--- config.mk ---
export PLATFORM = sky130hd
export DESIGN_NAME = aidst_seq
export DESIGN_NICKNAME = d
export VERILOG_FILES = /design/src/sv/aidst_pkg.sv /design/src/sv/aidst_seq.sv
export SDC_FILE = /design/constraint.sdc
export NUM_CORES = 1
export LEC_CHECK = 0
export BUFFER_PORTS_ARGS = -buffer_cell sky130_fd_sc_hd__buf_4
export CAP_MARGIN = 10
export CORE_UTILIZATION = 50
export CTS_CLUSTER_SIZE = 40
export DETAILED_ROUTE_END_ITERATION = 12
export PLACE_DENSITY = 0.79
export SYNTH_ARGS = -nofsm -noshare
export SYNTH_HDL_FRONTEND = slang
export SYNTH_SLANG_ARGS = --single-unit
--- constraint.sdc ---
create_clock -name clock -period 3.6 [get_ports clock]
set_clock_uncertainty 0.2 [all_clocks]
set_input_delay 0.9 -clock clock [delete_from_list [all_inputs] [get_ports clock]]
set_output_delay 0.9 -clock clock [all_outputs]
set_load 0.05 [all_outputs]
--- src/sv/aidst_pkg.sv ---
// Shared constants and types of the active id dense set tracker.
package aidst_pkg;

   localparam int MAX_IDS = 1024;
   localparam int ID_W    = 10;
   localparam int CNT_W   = 11;

   localparam logic KIND_REPORT = 1'b0;
   localparam logic KIND_SWEEP  = 1'b1;

   typedef struct packed {
      logic            kind;
      logic [ID_W-1:0] id;
   } req_type;

   typedef struct packed {
      logic [ID_W-1:0]  slot;
      logic             newly_active;
      logic [CNT_W-1:0] active_count;
      logic [CNT_W-1:0] removed_count;
   } rsp_type;

   typedef struct packed {
      logic            seen;
      logic [ID_W-1:0] rank;
   } rank_entry_type;

   typedef struct packed {
      logic            we;
      logic [ID_W-1:0] waddr;
      logic [ID_W-1:0] wdata;
      logic [ID_W-1:0] raddr;
   } slot_mem_req_type;

   typedef struct packed {
      logic            we;
      logic [ID_W-1:0] waddr;
      rank_entry_type  wdata;
      logic [ID_W-1:0] raddr;
   } rank_mem_req_type;

endpackage

--- src/sv/aidst_seq.sv ---
// Sequencer: clearing pass, report update and end-of-frame sweep over the two tables.
module aidst_seq
   import aidst_pkg::*;
(
   input  logic             clock,
   input  logic             reset,
   input  logic             req_valid,
   output logic             req_ready,
   input  req_type          req_data,
   output slot_mem_req_type slot_req,
   input  logic [ID_W-1:0]  slot_rdata,
   output rank_mem_req_type rank_req,
   input  rank_entry_type   rank_rdata,
   output logic             done_valid,
   input  logic             done_ready,
   output rsp_type          done_data
);

   typedef enum logic [9:0] {
      ST_CLEAR    = 10'b0000000001,
      ST_IDLE     = 10'b0000000010,
      ST_RPT_EVAL = 10'b0000000100,
      ST_RPT_SWAP = 10'b0000001000,
      ST_SWP_CHK  = 10'b0000010000,
      ST_SWP_LOOK = 10'b0000100000,
      ST_SWP_EVAL = 10'b0001000000,
      ST_SWP_MOVE = 10'b0010000000,
      ST_SWP_FIX  = 10'b0100000000,
      ST_DONE     = 10'b1000000000
   } state_type;

   state_type        state_ff, state_in;
   logic [ID_W-1:0]  ptr_ff, ptr_in;
   logic [CNT_W-1:0] count_ff, count_in;
   logic [CNT_W-1:0] idx_ff, idx_in;
   logic [CNT_W-1:0] removed_ff, removed_in;
   logic [ID_W-1:0]  id_ff, id_in;
   logic [ID_W-1:0]  cur_ff, cur_in;
   logic [ID_W-1:0]  last_ff, last_in;
   logic [ID_W-1:0]  res_slot_ff, res_slot_in;
   logic             res_newly_ff, res_newly_in;
   logic [CNT_W-1:0] count_dec;

   assign count_dec  = count_ff - CNT_W'(1);
   assign req_ready  = (state_ff == ST_IDLE);
   assign done_valid = (state_ff == ST_DONE);

   always_comb begin
      done_data.slot          = res_slot_ff;
      done_data.newly_active  = res_newly_ff;
      done_data.active_count  = count_ff;
      done_data.removed_count = removed_ff;
   end

   always_comb begin
      state_in     = state_ff;
      ptr_in       = ptr_ff;
      count_in     = count_ff;
      idx_in       = idx_ff;
      removed_in   = removed_ff;
      id_in        = id_ff;
      cur_in       = cur_ff;
      last_in      = last_ff;
      res_slot_in  = res_slot_ff;
      res_newly_in = res_newly_ff;
      slot_req     = '0;
      rank_req     = '0;
      case (state_ff)
         ST_CLEAR: begin
            slot_req.we         = 1'b1;
            slot_req.waddr      = ptr_ff;
            slot_req.wdata      = ptr_ff;
            rank_req.we         = 1'b1;
            rank_req.waddr      = ptr_ff;
            rank_req.wdata.seen = 1'b0;
            rank_req.wdata.rank = ptr_ff;
            ptr_in              = ptr_ff + ID_W'(1);
            if (ptr_ff == ID_W'(MAX_IDS - 1)) begin
               state_in = ST_IDLE;
            end
         end
         ST_IDLE: begin
            slot_req.raddr = count_ff[ID_W-1:0];
            rank_req.raddr = req_data.id;
            if (req_valid) begin
               id_in        = req_data.id;
               removed_in   = '0;
               res_slot_in  = '0;
               res_newly_in = 1'b0;
               idx_in       = '0;
               if (req_data.kind == KIND_REPORT) begin
                  state_in = ST_RPT_EVAL;
               end else begin
                  state_in = ST_SWP_CHK;
               end
            end
         end
         ST_RPT_EVAL: begin
            if ({1'b0, rank_rdata.rank} >= count_ff && count_ff < CNT_W'(MAX_IDS)) begin
               slot_req.we         = 1'b1;
               slot_req.waddr      = rank_rdata.rank;
               slot_req.wdata      = slot_rdata;
               rank_req.we         = 1'b1;
               rank_req.waddr      = slot_rdata;
               rank_req.wdata.seen = 1'b0;
               rank_req.wdata.rank = rank_rdata.rank;
               state_in            = ST_RPT_SWAP;
            end else begin
               rank_req.we         = 1'b1;
               rank_req.waddr      = id_ff;
               rank_req.wdata.seen = 1'b1;
               rank_req.wdata.rank = rank_rdata.rank;
               res_slot_in         = rank_rdata.rank;
               state_in            = ST_DONE;
            end
         end
         ST_RPT_SWAP: begin
            slot_req.we         = 1'b1;
            slot_req.waddr      = count_ff[ID_W-1:0];
            slot_req.wdata      = id_ff;
            rank_req.we         = 1'b1;
            rank_req.waddr      = id_ff;
            rank_req.wdata.seen = 1'b1;
            rank_req.wdata.rank = count_ff[ID_W-1:0];
            res_slot_in         = count_ff[ID_W-1:0];
            res_newly_in        = 1'b1;
            count_in            = count_ff + CNT_W'(1);
            state_in            = ST_DONE;
         end
         ST_SWP_CHK: begin
            slot_req.raddr = idx_ff[ID_W-1:0];
            if (idx_ff < count_ff) begin
               state_in = ST_SWP_LOOK;
            end else begin
               state_in = ST_DONE;
            end
         end
         ST_SWP_LOOK: begin
            cur_in         = slot_rdata;
            rank_req.raddr = slot_rdata;
            slot_req.raddr = count_dec[ID_W-1:0];
            state_in       = ST_SWP_EVAL;
         end
         ST_SWP_EVAL: begin
            if (rank_rdata.seen) begin
               rank_req.we         = 1'b1;
               rank_req.waddr      = cur_ff;
               rank_req.wdata.seen = 1'b0;
               rank_req.wdata.rank = idx_ff[ID_W-1:0];
               idx_in              = idx_ff + CNT_W'(1);
               state_in            = ST_SWP_CHK;
            end else begin
               last_in        = slot_rdata;
               slot_req.we    = 1'b1;
               slot_req.waddr = idx_ff[ID_W-1:0];
               slot_req.wdata = slot_rdata;
               rank_req.raddr = slot_rdata;
               count_in       = count_dec;
               removed_in     = removed_ff + CNT_W'(1);
               state_in       = ST_SWP_MOVE;
            end
         end
         ST_SWP_MOVE: begin
            slot_req.we         = 1'b1;
            slot_req.waddr      = count_ff[ID_W-1:0];
            slot_req.wdata      = cur_ff;
            rank_req.we         = 1'b1;
            rank_req.waddr      = last_ff;
            rank_req.wdata.seen = rank_rdata.seen;
            rank_req.wdata.rank = idx_ff[ID_W-1:0];
            state_in            = ST_SWP_FIX;
         end
         ST_SWP_FIX: begin
            rank_req.we         = 1'b1;
            rank_req.waddr      = cur_ff;
            rank_req.wdata.seen = 1'b0;
            rank_req.wdata.rank = count_ff[ID_W-1:0];
            state_in            = ST_SWP_CHK;
         end
         ST_DONE: begin
            if (done_ready) begin
               state_in = ST_IDLE;
            end
         end
         default: begin
            state_in = ST_IDLE;
         end
      endcase
   end

   always_ff @(posedge clock) begin
      if (reset) begin
         state_ff <= ST_CLEAR;
         ptr_ff   <= '0;
         count_ff <= '0;
         idx_ff   <= '0;
      end else begin
         state_ff <= state_in;
         ptr_ff   <= ptr_in;
         count_ff <= count_in;
         idx_ff   <= idx_in;
      end
   end

   always_ff @(posedge clock) begin
      removed_ff   <= removed_in;
      id_ff        <= id_in;
      cur_ff       <= cur_in;
      last_ff      <= last_in;
      res_slot_ff  <= res_slot_in;
      res_newly_ff <= res_newly_in;
   end

endmodule
== Yosys cells after proc, flatten, opt, wreduce, memory -nomap -nowiden ==
Index checks and enable logic that the tools add are counted.
Widths: inputs -> output; s select.
Word-level totals
  flip-flop bits (word level): 94
  latch bits: 0
  memory bits (writable): 0
  memory bits (read-only): 0
  output and inout bits: 98
  memories: 0
Cells by class
  add/subtract/negate cells: 5
  $mul: 0
  div/mod/pow operators: 0
  $lt $le $gt $ge: 3
  eq/ne operators: 17
  shifts and indexed selects: 0
  muxes and demuxes: 29
  bitwise gates (word level): 1
  reduce and logical (&&, ||, !) cells: 13
Operators with widths (count)
  $pmux 22 s6: 1
  $pmux 21 s5: 1
  $pmux 10 s10: 1
  $pmux 10 s3: 3
  $mux 10: 8
  $pmux 11 s2: 3
  $mux 21: 3
  $mux 11: 4
  $add 11x1->11 const B: 3
  $mux 22: 1
  $eq 10x10->1 const B: 2
  $reduce_and 3->1: 4
  $ge 10x11->1: 1
  $lt 11x11->1: 1
  $lt 11x11->1 const B: 1
  $sub 11x1->11 const B: 1
  $add 10x1->10 const B: 1
  $eq 10x1->1 const B: 1
  $eq 10x2->1 const B: 1
  $eq 10x3->1 const B: 1
  $eq 10x4->1 const B: 1
  $eq 10x5->1 const B: 1
  $eq 10x6->1 const B: 1
  $eq 10x7->1 const B: 1
  13 further kinds: 22

== Depth between registers and ports, before layout ==
Gate-level depths: netlist of run 1.
  word-level depth: 4
  gate-level depth with buffers: 11
  mapped depth without buffers: 8

== Worst setup path after synthesis of run 1 ==
Ideal clock, no wire load.
  kind: register to output
  start: register count_ff[4]
  end: output rank_req[23] in the netlist's numbering
  data arrival time: 3.887 ns
  data required time: 2.500 ns
  setup slack: -1.387 ns
  cell stages (with the launch flop): 10
  path buffers: 2
  cells stage by stage: dfxtp_1 > clkinv_1 > ha_1 > a21o_1 > a221oi_1 > o31a_1 > clkbuf_1 > buf_1 > mux2i_1 > o21ai_0
RTL lines
  from (decl): RTL line aidst_seq.sv:34  | logic [CNT_W-1:0] count_ff, count_in;
  from (signal assigned): RTL line aidst_seq.sv:200  | count_ff <= count_in;
  to (decl): RTL line aidst_seq.sv:12  | output rank_mem_req_type rank_req,

==> flow_summary.json, run 1 <==
{
  "outcome": "complete, but fails checks",
  "failed_checks": "negative setup slack",
  "die_h_um": 110,
  "ios": 134,
  "max_freq_mhz": 256,
  "drive_gt1_share_pct": 39.6,
  "required_ps": 2500,
  "finalPower_uw": 2860,
  "ir_worst_vdd_mv": 0.362,
  "synth.distinct_cells": 61,
  "antenna_cells": 0,
  "hpwl_um": 14900,
  "fin_crit_ps": 3910,
  "min_path_cells": 2,
  "cp-end-kind": "output pin",
  "rows": 39,
  "numCtsBuffers": 9,
  "initial_core_util_pct": 51.3,
  "netSwitchingFraction_pct": 30.4,
  "grt_pass1_vias": 6086,
  "rsz0062_at_grt": "true",
  "synth-edff-count": 52,
  "worst_hold_path.endpoint": "idx_ff[10]",
  "busiest_layer": "met2",
  "antenna_found_initial": 0,
  "ctsLongestPathBuffers": 2,
  "ys.flop_type": "edfxtp_1",
  "fillers": 785,
  "cp.arrival_ps": 2810,
  "avgSynthCellArea_um2": 9.12,
  "track_usage_pct": 33.6,
  "die_area_um2": 12200,
  "regToRegStartpoint": "state_ff[5]",
  "drt_iter0_markers": 882,
  "routed-via-count": 6456,
  "hold_viol_final": 0,
  "r2r_cells": 8,
  "post_drt_wl_per_cell_um": 22.4,
  "synthCells": 645,
  "grt_pass1_wl_um": 32200,
  "num-nets-final": 879,
  "worstMarginPinSlew_ps": 677,
  "final_max_slew_viol_count": 0,
  "p_int_uw": 1990,
  "h-tree-depth": 3,
  "setup_ws_ps": -312,
  "core_um2": 11500,
  "antenna_left": 0,
  "p_clk_share_pct": 35.3,
  "max_slew_margin_pct": 54.3,
  "synth_fp_nets": 706,
  "synth_area_um2": 5880,
  "grt_max_degree": 31,
  "wirelength_um": 21700,
  "path_max_fanout": 5,
  "reg2reg_slack_ps": 930,
  "gp_congestion": 1.02,
  "min_path_type": "register to register",
  "viasPerCell": 6.68,
  "met1_usage_pct": 44.4,
  "tritoncts": "built",
  "ys_warn_count": 0,
  "area_delta_synth_final_pct": 45.7,
  "setup_viol": 32,
  "switching_power_uw": 868,
  "grtUsageMet2_pct": 51.4,
  "fin_crit_sh_pct": 109,
  "path_clk_slew_ps": 70,
  "cts_root_buf": "clkbuf_16",
  "fin_tns_setup_ps": -7730,
  "synth-seq-area-share_pct": 40.8,
  "synth_seq_cells": 94,
  "power_density_nw_per_um2": 333,
  "final-seq-area_um2": 2420,
  "ctsHoldBuffers": 0,
  "grt_util_met3_pct": 7.74,
  "multiInputGateArea_um2": 3730,
  "clk_latency_ps": 350,
  "overflow": 0,
  "drtPass1Iterations": 6,
  "min_from": "idx_ff[10]",
  "io_buffers": 133,
  "p_comb_share_pct": 23.5,
  "ys_async_sr_fraction_pct": 0,
  "path_class": "primary input to output pin",
  "cts.sinks": 94,
  "pwr-share-seq_pct": 41.2,
  "cap_viol_max_count": 0,
  "r2r-end": "count_ff[8]",
  "die_x_um": 110,
  "drc_errors": 0,
  "p_leak_uw": 0.00344,
  "critical_path.startpoint_type": "primary input"
}
-- cells in the mapped netlist (all sizes together), types with 16 or more instances --
cell type,n,area (um2)
a21oi,42,214
a221oi,17,149
a22o,21,184
buf,18,95.1
clkbuf,27,101
dfxtp,42,841
edfxtp,52,1560
ha,25,313
inv,24,90.1
nand2,59,221
nand3,17,85.1
nor2,55,211
nor3,17,96.4
o21ai,58,290
xnor2,16,140
-- power groups by stage --
| stage | logic [uW] | registers [uW] | clock network, uW |
|---|---|---|---|
| final | 673 | 1180 | 1010 |
| after global routing | 705 | 1180 | 1050 |
| after CTS | 623 | 1180 | 1010 |
| after detailed placement | 577 | 1200 | 0 |
| after global placement | 566 | 1200 | 0 |
| after floorplan | 377 | 1190 | 0 |
-- how the worst max path moves through the flow --
| stage | end | startpoint | depth (start not counted) | slack [ps] |
|---|---|---|---|---|
| 4_1_cts | slot_req[11] | rank_rdata[3] | 11 | -260 |
| 3_3_place_gp | slot_req[12] | rank_rdata[8] | 10 | -490 |
| 5_1_grt | slot_req[11] | rank_rdata[2] | 12 | -360 |
| 3_5_place_dp | slot_req[15] | rank_rdata[8] | 10 | -460 |
| 2_1_floorplan | rank_req[21] | rank_rdata[0] | 10 | -370 |
| 6_report | slot_req[10] | rank_rdata[2] | 12 | -310 |
-- cells by family after synthesis --
| group | share of synthesized area, % |
|---|---|
| AO/OA/AOI/OAI | 22.3 |
| XOR/XNOR | 4.17 |
| adder cells (fa/ha/maj) | 5.32 |
| buffers and inverters | 4.93 |
| flip-flops | 40.8 |
| multiplexers | 2.04 |
| AND/OR/NAND/NOR | 20.4 |
-- layout make-up --
type	count	area share, %
Timing Repair Buffer	207	21.2
Multi-Input combinational cell	481	43.6
Tap cell	143	2.09
Clock inverter	4	0.613
Sequential cell	94	28.2
Inverter	25	1.37
Clock buffer	12	2.99
-- state kept, by name, indices dropped and copies added (netlist names) --
register and cells:
cur_ff 10, idx_ff 11, res_newly_ff 1, count_ff 11, res_slot_ff 10, last_ff 10, removed_ff 11, id_ff 10
state_ff 10, ptr_ff 10
-- cell usage in the layout (no fill, tap or decap), types with 18 or more instances in the layout --
cell	count
o21ai_0	29
a22o_1	21
dfxtp_1	31
a21oi_1	38
buf_4	152
nor2_1	52
buf_6	43
nand2_1	54
edfxtp_1	52
inv_1	18
-- worst max-delay path, cell delays in order --
cell and delay [ps]:
buf_8 100, ha_4 270, nand2_2 50, o21ai_2 170, a221oi_4 90, o31a_1 300
buf_6 150, buf_8 130, o21a_4 220, buf_6 120, o21ai_4 140, buf_8 160
-- metrics by stage --
stage	instance area, um2	hold slack (ps)	cells	setup slack, ps	utilization (%)
final	8580	354	966	-312	74.8
after global routing	8580	375	966	-358	74.8
after CTS	8140	353	956	-257	71.0
after detailed placement	7570	335	939	-457	66.0
after global placement	7570	320	939	-490	66.0
after floorplan	6130	296	645	-375	-
-- timing repair --
action	in CTS	in global routing
gates resized for setup	58	81
pin swaps	6	18
gates cloned	0	3
hold endpoints to repair	0	0
setup endpoints to repair	63	61
buffers inserted	2	7
-- layer usage --
metal	vias up	wire (um)
met5	-	0
met4	0	1020
met3	95	2290
met2	455	9970
met1	3083	8370
li1	2823	-
No activity file was read; power rests on OpenSTA's default activity.
==> run 2, diff against run 1 <==
--- a/config.mk
+++ b/config.mk
@@ -15,2 +15,3 @@
 export SYNTH_HDL_FRONTEND = slang
 export SYNTH_SLANG_ARGS = --single-unit
+export TNS_END_PERCENT = 1
--- a/constraint.sdc
+++ b/constraint.sdc
@@ -3,3 +3,3 @@
 set_input_delay 0.9 -clock clock [delete_from_list [all_inputs] [get_ports clock]]
 set_output_delay 0.9 -clock clock [all_outputs]
-set_load 0.05 [all_outputs]
+set_load 0.02 [all_outputs]
==> run 2 against run 1 <==
The run still ends with negative setup slack left. Non-clock buffer count shrank 20. Utilization is 5.8 points lower. Maximum frequency increased by 1.8%. Sequential cell count did not move. Count of clock-buffer cells in the layout shrank 3. Critical path depth shrank 1. Combinational power fell by 29%. Sequential power about the same. Highest routed layer unchanged.
==> flow_summary.json, run 2 (synthesis results as in run 1) <==
{
  "rsz0062_at_grt": "true",
  "drtPass1Iterations": 9,
  "failed_checks": "negative setup slack",
  "path_class": "primary input to output pin",
  "grt_max_degree": 31,
  "drive_gt1_share_pct": 33.1,
  "stdcell_count": 946,
  "hold_viol_final": 0,
  "outcome": "complete, but fails checks",
  "rows": 39,
  "wirelength_um": 20100,
  "cap_viol_max_count": 0,
  "io_buffers": 133,
  "path_max_fanout": 6,
  "crit_top_cell": "buf_6",
  "crit_slowest_cell": "a221o_1",
  "p_leak_uw": 0.00319,
  "die_area_um2": 12200,
  "cp-end-kind": "output pin",
  "cp_num_cells": 11,
  "antenna_found_initial": 0,
  "max_freq_mhz": 260,
  "fin_area_um2": 7910,
  "reg.largest.list": "count_ff x11, idx_ff x11, removed_ff x11",
  "overflow": 0,
  "track_usage_pct": 32.6,
  "routed-via-count": 6197,
  "gp_congestion": 0.975,
  "ir_worst_vdd_mv": 0.312,
  "clk_latency_ps": 360,
  "area_delta_synth_final_pct": 34.4,
  "antenna_cells": 0,
  "layout_commonest_cell": "buf_4",
  "setup_ws_ps": -241,
  "fin_crit_sh_pct": 107,
  "tritoncts": "built",
  "drt_iter0_markers": 957,
  "h-tree-depth": 3,
  "core_um2": 11500,
  "grt_pass1_wl_um": 31300,
  "max_slew_margin_pct": 61.3,
  "antenna_left": 0,
  "path_clk_slew_ps": 70,
  "critPathTopFamily": "compound AO/OA/AOI/OAI gates",
  "ios": 134,
  "min_path_cells": 2,
  "numCtsBuffers": 9,
  "post_dp_cell_area_um2": 7220,
  "cts_root_buf": "clkbuf_16",
  "layout_common_cells": "buf_4 (169), nand2_1 (57), edfxtp_1 (52), nor2_1 (51), a21oi_1 (38)",
  "required_ps": 2500,
  "final_max_slew_viol_count": 0,
  "critical_path.max_stage_delay_ps": 320,
  "post_drt_wl_per_cell_um": 21.2,
  "r2r_cells": 12,
  "cp.arrival_ps": 2740,
  "grt_pass1_vias": 5941,
  "drc_errors": 0,
  "initial_core_util_pct": 51.3,
  "ctsLongestPathBuffers": 2,
  "placed_cells": 923,
  "die_x_um": 110,
  "worstMarginPinSlew_ps": 578,
  "path_cells": "buf_8, ha_4, a21o_1, a221oi_2, o31a_1, buf_6, buf_12, nor2_4, buf_6, a221o_1, buf_6",
  "die_h_um": 110,
  "num-nets-final": 859,
  "hpwl_um": 14300,
  "cts.sinks": 94,
  "critPathBufInv": 5,
  "fin_crit_ps": 3840,
  "setup_viol": 31,
  "viasPerCell": 6.55,
  "power_density_nw_per_um2": 325,
  "min_path_type": "register to register",
  "critical_path.startpoint_type": "primary input"
}
run 2: changes by cell type in the layout (fill, tap and decap cells not counted), moves of 5 or more:
cell / previous run / this run
a221o_1: 7 / 13
a221o_2: 6 / 0
buf_4: 152 / 169
buf_6: 43 / 15
buf_8: 7 / 2
dfxtp_1: 31 / 36
dfxtp_2: 9 / 3
mux2i_4: 5 / 0
o21ai_1: 5 / 18
o21ai_4: 14 / 1
run 2: worst paths after layout:
path                               startpoint              to  slack, ps
worst max-delay path            rank_rdata[4]    slot_req[20]       -240
worst min-delay path               idx_ff[10]      idx_ff[10]        350
worst max register to register    count_ff[9]  res_slot_ff[5]        810
worst min register to register     idx_ff[10]      idx_ff[10]        350
run 2: cell type report:
type,instances,area (um2)
clock buffers,9,225
clock inverters,7,47.5
fillers,850,3560
inverters,25,103
multi-input cells,481,3450
flip-flops and latches,94,2420
well taps,143,179
repair buffers,187,1490
run 2: power breakdown:
group / internal [uW] / total [uW] / switching, uW
Sequential: 1140 / 1180 / 40.1
Combinational: 217 / 480 / 263
Clock: 470 / 912 / 442
run 2: worst min-delay path, delay by kind of cell (launching register included):
family                    cells  cell delay [ps]
and+or+nand+nor               1               60
DFF                           1              370
xor gates and xnor gates      1              100
run 2: metrics by stage:
stage               utilization (%)  setup WS (ps)  setup TNS [ps]  hold WS, ps  total power (uW)
floorplan                         -          -52.5            -285          296              1440
detailed placement             62.9           -582          -14250          330              1630
CTS                            67.7           -220           -4350          351              2560
finish                         69.0           -241           -3770          355              2570
global route                   69.0           -270           -5440          389              2660
global placement               62.9           -564          -14990          321              1620
run 2: what timing repair did:
action                                  CTS  global route
gates cloned                              1             0
buffers inserted                          5             2
pin swaps                                13            13
endpoints found under the setup margin   62            61
hold buffers                              0             0
resized for setup                        58            38
run 2: layer usage:
metal  vias up  share of wire (%)  GRT usage (%)
li1       2767                  -              -
met1      2947                 39           41.7
met2       415                 47           51.9
met3        68                 10           7.03
met4         0                3.7           16.3
met5         -                  0              0
